**src/rtl/core/hac_pkg.sv**
```systemverilog
`default_nettype none

package hac_pkg;

   localparam int MUL_LAT = 3;
   localparam int COS_W = 16;
   localparam logic [COS_W:0] COS_ONE = 17'd32768;

   typedef struct packed {
      logic signed [23:0] ax;
      logic signed [23:0] ay;
      logic signed [23:0] az;
      logic [22:0]        ae;
      logic signed [24:0] px;
      logic signed [24:0] py;
      logic signed [24:0] pz;
      logic [23:0]        pe;
      logic               zero_mom;
   } item_type;

endpackage

`default_nettype wire

```
**src/rtl/core/hac_queue.sv**
```systemverilog
`default_nettype none

module hac_queue import hac_pkg::*; #(
   parameter int DEPTH = 4
) (
   input  logic     clock,
   input  logic     reset,
   input  logic     push,
   input  item_type push_item,
   output logic     full,
   input  logic     pop,
   output logic     empty,
   output item_type head
);

   localparam int AW = (DEPTH > 1) ? $clog2(DEPTH) : 1;
   localparam int CW = $clog2(DEPTH + 1);

   item_type        mem_ff [DEPTH];
   logic [AW-1:0]   wr_ptr_ff;
   logic [AW-1:0]   wr_ptr_in;
   logic [AW-1:0]   rd_ptr_ff;
   logic [AW-1:0]   rd_ptr_in;
   logic [CW-1:0]   count_ff;
   logic [CW-1:0]   count_in;

   assign full  = (count_ff == CW'(DEPTH));
   assign empty = (count_ff == '0);
   assign head  = mem_ff[rd_ptr_ff];

   always_comb begin
      wr_ptr_in = wr_ptr_ff;
      rd_ptr_in = rd_ptr_ff;
      if (push) begin
         wr_ptr_in = (wr_ptr_ff == AW'(DEPTH - 1)) ? '0 : wr_ptr_ff + 1'b1;
      end
      if (pop) begin
         rd_ptr_in = (rd_ptr_ff == AW'(DEPTH - 1)) ? '0 : rd_ptr_ff + 1'b1;
      end
      case ({push, pop})
         2'b10:   count_in = count_ff + 1'b1;
         2'b01:   count_in = count_ff - 1'b1;
         default: count_in = count_ff;
      endcase
   end

   always_ff @(posedge clock) begin
      if (reset) begin
         wr_ptr_ff <= '0;
         rd_ptr_ff <= '0;
         count_ff  <= '0;
      end else begin
         wr_ptr_ff <= wr_ptr_in;
         rd_ptr_ff <= rd_ptr_in;
         count_ff  <= count_in;
      end
   end

   always_ff @(posedge clock) begin
      if (push) begin
         mem_ff[wr_ptr_ff] <= push_item;
      end
   end

endmodule

`default_nettype wire

```
**config.mk**
```make
export PLATFORM = sky130hd
export DESIGN_NAME = hac_queue
export DESIGN_NICKNAME = d
export VERILOG_FILES = /design/src/rtl/core/hac_pkg.sv /design/src/rtl/core/hac_queue.sv
export SDC_FILE = /design/constraint.sdc
export NUM_CORES = 1
export LEC_CHECK = 0
export BUFFER_PORTS_ARGS = -buffer_cell sky130_fd_sc_hd__buf_2
export CELL_PAD_IN_SITES_DETAIL_PLACEMENT = 1
export CELL_PAD_IN_SITES_GLOBAL_PLACEMENT = 2
export CORE_UTILIZATION = 46
export CTS_CLUSTER_SIZE = 40
export DETAILED_ROUTE_END_ITERATION = 10
export PLACE_DENSITY = 0.83
export SYNTH_ARGS = -nofsm -noshare
export SYNTH_HDL_FRONTEND = slang
export SYNTH_SLANG_ARGS = --single-unit
```
**constraint.sdc**
```tcl
create_clock -name clock -period 11.55 [get_ports clock]
set_input_delay 2.31 -clock clock [delete_from_list [all_inputs] [get_ports clock]]
set_output_delay 2.31 -clock clock [all_outputs]
set_load 0.01 [all_outputs]
```
* Word level (Yosys, flattened, before mapping) *
Memory sizes are Yosys's and may differ from the RTL's. A register that Yosys moved wholly into a read port is not among the register bits.
Cells that the tools add are included.
W data, S select, Z words.

operators by class
  add/subtract/negate cells = 4
  equal/unequal tests = 5
  mux-type cells = 7
  reductions and logical operators = 2

operators with widths
  operator               number
  $mux W2                4
  $eq A2 B2 Y1 const B   3
  $pmux W3 S2            1
  $add A2 B1 Y2 const B  2
  $add A3 B1 Y3 const B  1
  $eq A3 B3 Y1 const B   1
  $logic_not A3 Y1       1
  $sub A3 B1 Y3 const B  1
  $eq A2 B1 Y1 const B   1
  $mux W1                2
  $reduce_bool A2 Y1     1

word-level totals
  register bits = 7
  bits in writable memories = 780
  word-level logic and storage cells = 22
  memories = 1

memories
  memory  depth  width  rd ports  clocked after memory_dff  write ports  line             RTL
  mem_ff  4      195    1         1                         1            hac_queue.sv:19  item_type mem_ff [DEPTH];

* Logic depth before layout (Yosys ltp) *
  depth in word-level cells = 4
  gate-level depth with buffers = 7
  mapped depth without buffers = 7

* Worst setup path after synthesis *
OpenSTA, ideal clock, no wires.

  path type = in2reg
  start = in push
  end = mem mem_ff[0][0] (netlist name) (enable)
  setup time = 0.578 ns
  arrival = 6.736 ns
  data required time = 10.972 ns
  path slack = 4.235 ns
  cell stages on the path = 1
  path buffers = 0
  cells stage by stage = and2_1

on the way
  cells in the longest elaborated chain, start to end = 2

RTL lines
  item                           line             RTL
  from (decl)                    hac_queue.sv:8   input logic push,
  $mux W1                        hac_queue.sv:60  if (push) begin
  $mux W1 (implied by the code)  hac_queue.sv:61  mem_ff[wr_ptr_ff] <= push_item;
  to (decl)                      hac_queue.sv:19

Every way passes these cells.

==> impl_metrics.toml <==
[run_status]
status = "finished, final reports clean"

[routing]
drt_wl_total_mm = 59.99
drtAntennaViolNets = 0
drt-wirelength-per-cell_um = 24.71
drc = 0
first_pass_iters = 5
drt_iter0_markers = 780
vias_per_cell = 5.301
num_vias = 12870

[synthesis]
synth_edf_count = 780
avgSynthCellArea_um2 = 26.79
netlist_instances = 1067
synth_compound_area_frac = 0.0008753
synth.distinct_cells = 19
synth_area_um2 = 28590
synth_top_family_by_area = "multiplexers"
yosysSeqAreaShare = 0.8256
synthArstFlopShare = 0
yosys.area_share.adder = 0.003326
synth_xor_xnor_area_share = 0.0006127
yosysWarnings = 0
ys_seq_elements = 789
ys.flop_type = "edfxtp_1"
synthMuxAreaShare = 0.1543
syn_nets = 1273
synthSimpleGateAreaFrac = 0.002932

[global_routing]
globalRouteTotalUtil = 0.1896
grt_remaining_overflow = 0
grt_pass1_vias = 14060
grt_max_degree = 65
grt_pass1_wl_mm = 88.53
antenna_found_initial = 21

[clock_tree]
cts_tree = "built"
clk_pin_slew_ns = 0.06
postCtsSetupRepairBufs = 0
clock_latency_ns = 0.61
postCtsHoldBufs = 0
cts-root-buf = "clkbuf_16"
clockBufferDepth = 3
ctsResizeCount = 0
cts.sinks = 789
htreeDepth = 3
cts_buffers = 81

[floorplan]
die-height_um = 251.3
initial_core_util = 0.4641
core_area_um2 = 61600
ios = 396
rows = 91
fp.dieArea_um2 = 63150
die_w_um = 251.3

[sta]
tns_ns = 0
fin_crit_sh = 0.5226
slew_violations = 0
max_freq_mhz = 165.7
tightest_slew_ns = 1.030
relSlewSlack = 0.3131
skew_ns = 0.01865
period_needed_ns = 6.036
hold_viol_final = 0
rsz0062_at_grt = "no"
setup_viol = 0

[setup_path]
critPathLaunchType = "flip-flop"
crit_chain = "buf_4 -> buf_4 -> mux4_2 -> buf_2"
critPathKind = "flip-flop to primary output"
worstPathArrival_ns = 3.73
critPathSlowestCell = "buf_4"
cp.required_ns = 9.24
cpPeakStageDelay_ns = 0.83
worstSetupEndpointType = "primary output"
crit_path_frequent_cell = "buf_4"
cp_max_fo = 47

[layout]
final_cell_area_um2 = 34140
drive_above_1_share = 0.4576
fillers = 5310
final_nets = 1726
layout_commonest_cell = "edfxtp_1"
most-common-layout-cells = "edfxtp_1, buf_2, mux4_2, clkbuf_16, clkinv_1"
area_growth_pct = 19.42

[place]
hpwlAfterDp_mm = 36.72
postPlaceCellArea_um2 = 31450
portBuffers = 395
gp_congestion = 0.7493

[power_and_ir_drop]
peakVddDrop_mv = 0.1314
p_leak_nw = 11.39
power_density_nw_per_um2 = 187.4

[job]
maxCapViolCount = 0

[worst_hold_path]
hp-class = "flip-flop to flip-flop"
## power by group
part,switching [W],leakage (nW),total (W),internal (W)
Sequential,0.0000337,7.24,0.00330,0.00327
Clock,0.00104,1.29,0.00260,0.00156
Combinational,0.000280,2.86,0.000498,0.000218
Total,0.00136,11.4,0.00640,0.00504
## sequential cells by signal, indices dropped and copies added (netlist names), named ones only
signal and cells:
count_ff 3, wr_ptr_ff 2, rd_ptr_ff 2, mem_ff 780
## final timing paths
check                                   from             end  slack [ns]  cells after the start
worst min-delay path             count_ff[2]     count_ff[2]        0.50                      2
worst max-delay path               flip-flop       head[130]        5.51                      4
worst max register to register  wr_ptr_ff[0]  mem_ff[3][122]        8.49                      4
worst min register to register   count_ff[2]     count_ff[2]        0.50                      2
## routing by layer
layer,track usage,share of wire,vias up
li1,-,-,5549
met1,0.2305,0.38,6762
met2,0.3161,0.51,428
met3,0.06896,0.087,103
met4,0.05993,0.021,28
met5,0,0.0031,-
## cell families after synthesis
family,after synthesis
adder cells (fa/ha/maj),7
multiplexers,197
XOR/XNOR,2
AO/OA/AOI/OAI,5
buffers and inverters,51
flip-flops,789
AND/OR/NAND/NOR,16
## Yosys cell counts (2+ instances only)
cell,number,area [um^2]
xor2_1,2,17.52
nor2_1,7,26.28
ha_1,6,75.07
a21oi_1,4,20.02
buf_2,21,105.1
mux4_2,195,4392
dfxtp_1,9,180.2
clkbuf_1,5,18.77
nor3b_1,2,15.01
buf_6,18,202.7
inv_1,7,26.28
and2_1,4,25.02
edfxtp_1,780,23420
mux2i_1,2,20.02
## critical path: cells and delay by family (launching register included)
| family | cells | cell delay [ns] |
|---|---|---|
| buf+inv | 3 | 1.74 |
| flops | 1 | 0.61 |
| mux | 1 | 0.64 |
## final cells by class
cell class | count | area [um^2] | area share
sequential | 789 | 23610 | 0.6915
multi-input combinational | 227 | 4643 | 0.1360
clock inverter | 45 | 510.5 | 0.01495
timing repair buffer | 414 | 2120 | 0.06208
clock buffer | 100 | 2162 | 0.06333
inverter | 7 | 26.28 | 0.0007696
antenna | 9 | 22.52 | 0.0006597
tap | 837 | 1047 | 0.03067
## metrics by stage
| stage | worst slack (ns) | cells | power [W] | hold WS, ns | utilization |
|---|---|---|---|---|---|
| final | 5.514 | 2428 | 0.006399 | 0.5011 | 0.5543 |
| after global routing | 5.153 | 2422 | 0.006588 | 0.5273 | 0.5540 |
| after CTS | 5.308 | 2419 | 0.006476 | 0.5089 | 0.5539 |
| after detailed placement | 5.966 | 2274 | 0.003872 | 0.5017 | 0.5105 |
| after global placement | 6.018 | 2274 | 0.003849 | 0.4842 | 0.5105 |
| after floorplan | 4.235 | 1067 | 0.003658 | 0.4608 | - |
No activity file was read; power rests on OpenSTA's default activity.
