<file path="config.mk">
export PLATFORM = sky130hd
export DESIGN_NAME = hac_front
export DESIGN_NICKNAME = d
export VERILOG_FILES = /design/src/rtl/core/hac_pkg.sv /design/src/rtl/core/hac_front.sv
export SDC_FILE = /design/constraint.sdc
export NUM_CORES = 1
export LEC_CHECK = 0
export BUFFER_PORTS_ARGS = -buffer_cell sky130_fd_sc_hd__buf_2
export CAP_MARGIN = 20
export CORE_AREA = 2 2 151 153
export DETAILED_ROUTE_END_ITERATION = 10
export DIE_AREA = 0 0 153 155
export SLEW_MARGIN = 20
export SYNTH_ARGS = -nofsm -noshare
export SYNTH_HDL_FRONTEND = slang
export SYNTH_SLANG_ARGS = --single-unit
</file>
<file path="constraint.sdc">
create_clock -name vclk -period 7.8
set_input_delay 0.39 -clock vclk [all_inputs]
set_output_delay 0.39 -clock vclk [all_outputs]
set_load 0.01 [all_outputs]
</file>
<file path="src/rtl/core/hac_pkg.sv">
`default_nettype none

package hac_pkg;

   localparam int MUL_LAT = 3;
   localparam int COS_W = 16;
   localparam logic [COS_W:0] COS_ONE = 17'd32768;

   typedef struct packed {
      logic signed [23:0] ax;
      logic signed [23:0] ay;
      logic signed [23:0] az;
      logic [22:0]        ae;
      logic signed [24:0] px;
      logic signed [24:0] py;
      logic signed [24:0] pz;
      logic [23:0]        pe;
      logic               zero_mom;
   } item_type;

endpackage

`default_nettype wire

</file>
<file path="src/rtl/core/hac_front.sv">
`default_nettype none

module hac_front import hac_pkg::*; (
   input  logic               req_valid,
   output logic               req_ready,
   input  logic signed [23:0] req_photon1_px,
   input  logic signed [23:0] req_photon1_py,
   input  logic signed [23:0] req_photon1_pz,
   input  logic [22:0]        req_photon1_energy,
   input  logic signed [23:0] req_photon2_px,
   input  logic signed [23:0] req_photon2_py,
   input  logic signed [23:0] req_photon2_pz,
   input  logic [22:0]        req_photon2_energy,
   input  logic               q_full,
   output logic               push,
   output item_type           item
);

   logic signed [24:0] px;
   logic signed [24:0] py;
   logic signed [24:0] pz;

   assign px = 25'(req_photon1_px) + 25'(req_photon2_px);
   assign py = 25'(req_photon1_py) + 25'(req_photon2_py);
   assign pz = 25'(req_photon1_pz) + 25'(req_photon2_pz);

   assign req_ready = !q_full;
   assign push      = req_valid && !q_full;

   always_comb begin
      item.ax       = req_photon1_px;
      item.ay       = req_photon1_py;
      item.az       = req_photon1_pz;
      item.ae       = req_photon1_energy;
      item.px       = px;
      item.py       = py;
      item.pz       = pz;
      item.pe       = 24'(req_photon1_energy) + 24'(req_photon2_energy);
      // parent at rest in the lab: no axis to measure against
      item.zero_mom = (px == '0) && (py == '0) && (pz == '0);
   end

endmodule

`default_nettype wire

</file>
[After elaboration in Yosys (flattened, before gate mapping)]
Index checks and enable logic that the tools add are counted.
Cells by class
  add/sub/neg operators: 4
  multipliers: 0
  divide/modulo/power cells: 0
  $lt $le $gt $ge: 0
  equality and inequality tests: 0
  shifts and indexed selects: 0
  multiplexer cells: 0
  bitwise logic cells: 0
  reduce and logical (&&, ||, !) cells: 7
Operators with widths (count)
  $add A24 B24 Y25: 3
  $logic_not A25 Y1: 3
  $add A23 B23 Y24: 1
  $logic_and A1 B1 Y1: 3
  $logic_not A1 Y1: 1
Storage, ports and cells
  register bits: 0
  latch bits: 0
  RAM bits: 0
  bits in read-only memories: 0
  bits of input ports: 192
  logic and storage cells: 11
  memories: 0

[Longest topological paths before layout]
Gate-level depths: netlist of run 1.
  depth in word-level cells: 4
  mapped depth: 13
  depth with buffers taken out: 13

[Worst setup path before layout of run 1]
Ideal clock, no wire load.
  path type: in2out
  start: input req_photon1_py[0]
  end: output item[0] (netlist bit)
  data arrival time: 3.295 ns
  slack: 4.115 ns
  stages: 12
  buffers on the path: 0
  cells stage by stage: ha_1 -> fa_1 -> a211oi_4 -> o21bai_4 -> a31o_2 -> o41ai_4 -> o221ai_2 -> xor2_1 -> nor4_2 -> nand4bb_1 -> or4b_1 -> nor2_1
RTL lines
  start, declared: line hac_front.sv:7  | input logic signed [23:0] req_photon1_py,
  end, declared: line hac_front.sv:16  | output item_type item

==> key figures, run 1 <==
Clock network
  • Hold-fix buffers, CTS: 0
  • Cts repair resizes: 0
  • Post-CTS Setup Inserts: 0

Final layout
  • Seq. cell area: 0 sq um
  • Finished Core Util: 0.310
  • Share of cells above drive strength 1: 0.403
  • Filler instances: 2454
  • Layout Area Growth over Synthesis: 29.8%
  • Clock buffer cells: 0
  • Diode count: 0
  • Layout Nets: 1305
  • FFs & Latches: 0

Setup path
  • Worst setup endpoint: item[0]
  • Critical path, cell by cell: buf_2, ha_1, fa_1, a211oi_4, o21bai_4, a311oi_1, xnor2_1, or3_1, a2111oi_0, nand4bb_1, nor4_1, nand4_1, nor2_1, buf_2
  • Crit start category: input port
  • CP startpoint: req_photon1_py[0]
  • Kind of critical path: in -> out
  • Critical Path AT: 3.95 ns
  • Most common cell on crit path: buf_2
  • Crit-path max cell delay: 0.45 ns
  • CP endpoint kind: output pin
  • Worst Path Required: 7.41 ns
  • Worst Path Max Fanout: 4
  • CP max-delay cell: a2111oi_0

Synthesis
  • Post-synth top area share: 0.224
  • Distinct cell type count after synthesis: 65
  • Syn. warnings: 0
  • Mapped Area: 5310 sq um
  • Avg Inst Size Synth: 7.36 sq um
  • Post-Syn Nets: 1012
  • Sequential element share of the synthesized area: 0
  • Synth Instances: between 700 and 800
  • Synth top area cells: ha_1, buf_4, xnor2_1
  • Cell taking the most area after synthesis: ha_1

Timing
  • Final setup fails: 0
  • Max Fclk: around 0.23 GHz
  • Final hold viol count: 0
  • Relative slew margins: 0.606
  • Slew @ Worst Pin: 0.586 ns
  • RSZ-0062 raised after global routing: no
  • Max Transition Viols Final: 0
  • Fin crit share: 0.556
  • Final TNS setup: 0 ns
  • Min cycle time layout: 4.34 ns

Routing
  • Drt wl/cell: 16.3 um
  • DR vias: 6310
  • Top sig layer: met5
  • Met3 WL: 1190 um
  • Vias/cell: between 4 and 5
  • Post-route ant nets: 0
  • Wire length on met1: 8900 um
  • WL met2: 10700 um
  • Drt total wl: 21100 um
  • DRT Pass-1 Iters: 5
  • Starting DRT DRC Count: 241
  • DRC Markers: 0

Global routing
  • Antenna violations before repair: 2
  • Vias in the first global route: 5956
  • First-pass GRT wire length: 31500 um
  • GRT Resource Usage Total: 0.163
  • Grt total ovfl: 0
  • Largest net degree at the start of global routing: 10

Die
  • Die width: 153 um
  • Total Die Area: 23700 sq um
  • Row count: between 50 and 60
  • Die extent in y: 155 um
  • Core ar.: 22200 sq um
  • Ports: slightly below 400
  • Initial Util: 0.239

Place
  • Dpl hpwl: around 19000 um
  • Port Buffers: 389
  • Routability cong.: ~0.9

Job
  • Max_cap viols: 0

Worst hold path
  • HP Class: in -> out

Power
  • Leakage Power: 3.65 nW
  • Power per cell area: ~100 nW/um^2
  • VDD IR max: 0.0457 mV

Outcome
  • Status: finished clean
[critical path: cells and delay by family]
kind | cells | cell delay [ns]
and+or+nand+nor | 5 | 1.30
AOI/OAI and AO/OA | 4 | 1.22
adders and majority gates | 2 | 0.66
buffers and inverters | 2 | 0.25
xor gates and xnor gates | 1 | 0.13
[where the power goes]
| group | internal (mW) | switching [mW] | total, mW |
|---|---|---|---|
| combinational | 0.302 | 0.414 | 0.716 |
| clock | 0 | 0 | 0 |
| sequential | 0 | 0 | 0 |
| total | 0.302 | 0.414 | 0.716 |
[stage by stage]
stage	instance area [sq um]	instances	hold WS (ns)	total power [mW]	worst slack, ns
2_1_floorplan	5310	721	0.824	0.458	4.12
3_3_place_gp	6890	1297	0.983	0.713	3.36
3_5_place_dp	6890	1297	0.984	0.715	3.31
4_1_cts	6890	1297	0.983	0.720	3.28
5_1_grt	6890	1297	0.991	0.785	3.05
6_report	6890	1297	0.983	0.716	3.46
[placed cells by master (no fill, tap or decap), types with 12 or more instances in the layout]
master,Yosys,layout
a21o_1,25,25
a21oi_1,60,60
a31oi_1,19,19
buf_2,0,389
ha_1,95,95
inv_1,30,30
nand2_1,37,37
nand3_1,18,18
nor2_1,51,51
nor3_1,23,23
o21ai_0,18,18
o21bai_1,12,12
or3_1,15,15
xnor2_1,48,48
xor2_1,25,25
[kinds of logic (layout without fill, tap and decap cells)]
group | after synthesis | after routing | share of synthesized area
buf+inv | 128 | 419 | 0.158
compound gates | 207 | 207 | 0.269
simple gates | 211 | 211 | 0.207
mux | 3 | 3 | 0.00589
fa+ha+maj | 99 | 99 | 0.239
xor+xnor | 73 | 73 | 0.120
[worst min path at each step]
| stage | from | to | slack [ns] | cells after the start |
|---|---|---|---|---|
| after floorplan | q_full | req_ready | 0.82 | 1 |
| after global placement | req_photon1_energy[22] | item[122] | 0.98 | 2 |
| after detailed placement | req_photon1_energy[22] | item[122] | 0.98 | 2 |
| after CTS | req_photon1_py[3] | item[150] | 0.98 | 2 |
| after global routing | req_photon1_energy[6] | item[106] | 0.99 | 2 |
| final | req_photon1_py[3] | item[150] | 0.98 | 2 |
[synth_stat cells, drive strengths merged (3+ instances only)]
cell     count
a21o        25
inv         30
nand3       18
a21boi       4
o21bai      13
o21a        11
nand4       10
clkbuf       3
or2          5
o21ai       19
o211ai      10
a31o         5
a31oi       19
o2111ai      3
nor4         9
a221oi       3
nor2        51
fa           4
and3        11
o31ai        3
buf         95
xor2        25
nand3b       4
a21oi       60
nor3        23
and2         6
xnor2       48
ha          95
nor4b        4
or3         16
nor2b        8
a211oi       7
nand2       37
[per-layer routing]
| layer | GRT usage | vias to the layer above |
|---|---|---|
| met5 | 0 | - |
| met4 | 0.0207 | 4 |
| met3 | 0.0206 | 23 |
| met2 | 0.318 | 250 |
| met1 | 0.195 | 2846 |
| li1 | - | 3187 |
[cell type report]
| cell class | count | area [sq um] | area share |
|---|---|---|---|
| Multi-Input combinational cell | 593 | 4470 | 0.649 |
| Timing Repair Buffer | 389 | 1950 | 0.283 |
| Tap cell | 285 | 357 | 0.0518 |
| Inverter | 30 | 113 | 0.0164 |
No activity file was read; power rests on OpenSTA's default activity.
==> inputs of run 2 (changes only) <==
CORE_AREA = 2 2 153 155   (was 2 2 151 153)
DIE_AREA = 0 0 155 157   (was 0 0 153 155)
clock period = 4.4 ns   (was 7.8 ns; I/O delays follow)
==> key figures, run 2 (synthesis results as in run 1) <==
Place
  • Placed Instances: 1298 (was 1297)
  • Port Buffers: 389 (unchanged)
  • Routability cong.: 0.886 (was 0.891)
  • Dpl cell area: 6890 sq um (about the same)
  • Dpl hpwl: 20000 um (was 19400 um)
  • Place WS: 0.421 ns (was 3.31 ns)

Setup path
  • Worst Path Required: 4.18 ns (was 7.41 ns)
  • Crit path buffers/inverters: 3 (was 2)
  • Most common cell on crit path: buf_2 (unchanged)
  • Critical Path AT: 3.66 ns (was 3.95 ns)
  • Crit-path max cell delay: 0.49 ns (was 0.45 ns)
  • Worst Path Max Fanout: 4 (unchanged)
  • CP max-delay cell: a2111oi_0 (unchanged)
  • Crit start category: input port (unchanged)
  • CP endpoint kind: output pin (unchanged)
  • Kind of critical path: in -> out (unchanged)
  • Number of cells on the critical path: 15 (was 14)
  • Critical path, cell by cell: buf_2, ha_1, fa_1, a211oi_4, o21bai_4, a311oi_1, xnor2_1, or3_1, a2111oi_0, nand4bb_1, nor4_1, buf_4, nand4_1, nor2_1, buf_2 (was buf_2, ha_1, fa_1, a211oi_4, o21bai_4, a311oi_1, xnor2_1, or3_1, a2111oi_0, nand4bb_1, nor4_1, nand4_1, nor2_1, buf_2)
  • Critical path's top delay family: compound AO/OA/AOI/OAI gates (was simple AND/OR/NAND/NOR gates)

Power
  • Power per cell area: 185 nW/um^2 (was 104 nW/um^2)
  • VDD IR max: 0.0800 mV (was 0.0457 mV)
  • Total power: 1.28 mW (was 0.716 mW)
  • Leakage Power: 3.66 nW (was 3.65 nW)

Clock network
  • Post-CTS Setup Inserts: 0 (unchanged)
  • Cts repair resizes: 0 (unchanged)
  • Hold-fix buffers, CTS: 0 (unchanged)

Routing
  • DRC Markers: 0 (unchanged)
  • Vias/cell: 4.85 (was 4.87)
  • Post-route ant nets: 0 (unchanged)
  • Starting DRT DRC Count: 201 (was 241)
  • Drt total wl: 21700 um (was 21100 um)
  • Drt wl/cell: 16.7 um (was 16.3 um)
  • DR vias: 6294 (was 6310)
  • DRT Pass-1 Iters: 5 (unchanged)

Global routing
  • Largest net degree at the start of global routing: 10 (unchanged)
  • Grt total ovfl: 0 (unchanged)
  • GRT Resource Usage Total: 0.163 (about the same)
  • Vias in the first global route: 5816 (was 5956)
  • Antenna violations before repair: 4 (was 2)
  • First-pass GRT wire length: 31400 um (was 31500 um)

Final layout
  • Share of cells above drive strength 1: 0.404 (was 0.403)
  • Finished Core Util: 0.306 (was 0.310)
  • Seq. cell area: 0 sq um (unchanged)
  • Final instance area: 6900 sq um (was 6890 sq um)
  • Filler instances: 2450 (was 2454)
  • Layout Area Growth over Synthesis: 29.9% (was 29.8%)
  • Non-Filler Instances: 1299 (was 1297)
  • FFs & Latches: 0 (unchanged)
  • Layout Nets: 1306 (was 1305)
  • Clock buffer cells: 0 (unchanged)
  • Commonest cells after routing, fill and taps aside: buf_2, ha_1, a21oi_1, nor2_1, xnor2_1 (unchanged)
  • Multi-input logic area: 4470 sq um (unchanged)
  • Commonest non-fill, non-tap cell in the layout: buf_2 (unchanged)

Timing
  • Final hold viol count: 0 (unchanged)
  • Slew @ Worst Pin: 0.662 ns (was 0.586 ns)
  • Min cycle time layout: 3.88 ns
  • Final worst slack: 0.522 ns (was 3.46 ns)
  • Max Transition Viols Final: 0 (unchanged)
  • Final TNS setup: 0 ns (unchanged)
  • Relative slew margins: 0.556 (was 0.606)
  • Fin crit share: 0.881
  • RSZ-0062 raised after global routing: no (unchanged)
  • Final setup fails: 0 (unchanged)
  • Hold Slack: 0.642 ns (was 0.983 ns)
  • Max Fclk: 0.258 GHz

Die
  • Die width: 155 um (was 153 um)
  • Initial Util: 0.236 (was 0.239)
  • Die extent in y: 157 um (was 155 um)
  • Core ar.: 22500 sq um (was 22200 sq um)
  • Row count: 55 (unchanged)
  • Ports: 389 (unchanged)
  • Total Die Area: 24300 sq um (was 23700 sq um)

Worst hold path
  • Min-Delay Endpoint: item[193] (was item[150])
  • Worst Hold Path Cells: 2 (unchanged)
  • HP Class: in -> out (unchanged)
  • Worst hold start: req_photon1_px[22] (was req_photon1_py[3])

Outcome
  • Status: finished clean (unchanged)

Job
  • Max_cap viols: 0 (unchanged)
## run 2: cell types whose count changed in the layout (fill, tap and decap cells not counted), sizes merged
| cell | previous run | this run |
|---|---|---|
| buf | 389 | 390 |
| diode | 0 | 1 |
## run 2: power by group
part	internal [mW]	switching, mW
combinational	0.536	0.739
clock	0.0000000304	0
sequential	0	0
total	0.536	0.739
## run 2: cell type report
cell class	count	area share
Antenna cell	1	0.000363
Timing Repair Buffer	390	0.283
Multi-Input combinational cell	593	0.648
Tap cell	285	0.0517
Inverter	30	0.0163
## run 2: routing by layer
| metal | share of wire | track usage | up-vias |
|---|---|---|---|
| met5 | 0.0014 | 0 | - |
| met4 | 0.0087 | 0.0123 | 4 |
| met3 | 0.069 | 0.0240 | 16 |
| met2 | 0.51 | 0.321 | 257 |
| met1 | 0.41 | 0.193 | 2832 |
| li1 | - | - | 3185 |
## run 2: worst max path at each step
stage	slack [ns]	startpoint	to
2_1_floorplan	1.06	req_photon1_py[0]	item[0]
3_3_place_gp	0.45	req_photon1_py[0]	item[0]
3_5_place_dp	0.42	req_photon1_py[0]	item[0]
4_1_cts	0.39	req_photon1_py[0]	item[0]
5_1_grt	0.07	req_photon1_py[0]	item[0]
6_report	0.52	req_photon1_py[0]	item[0]
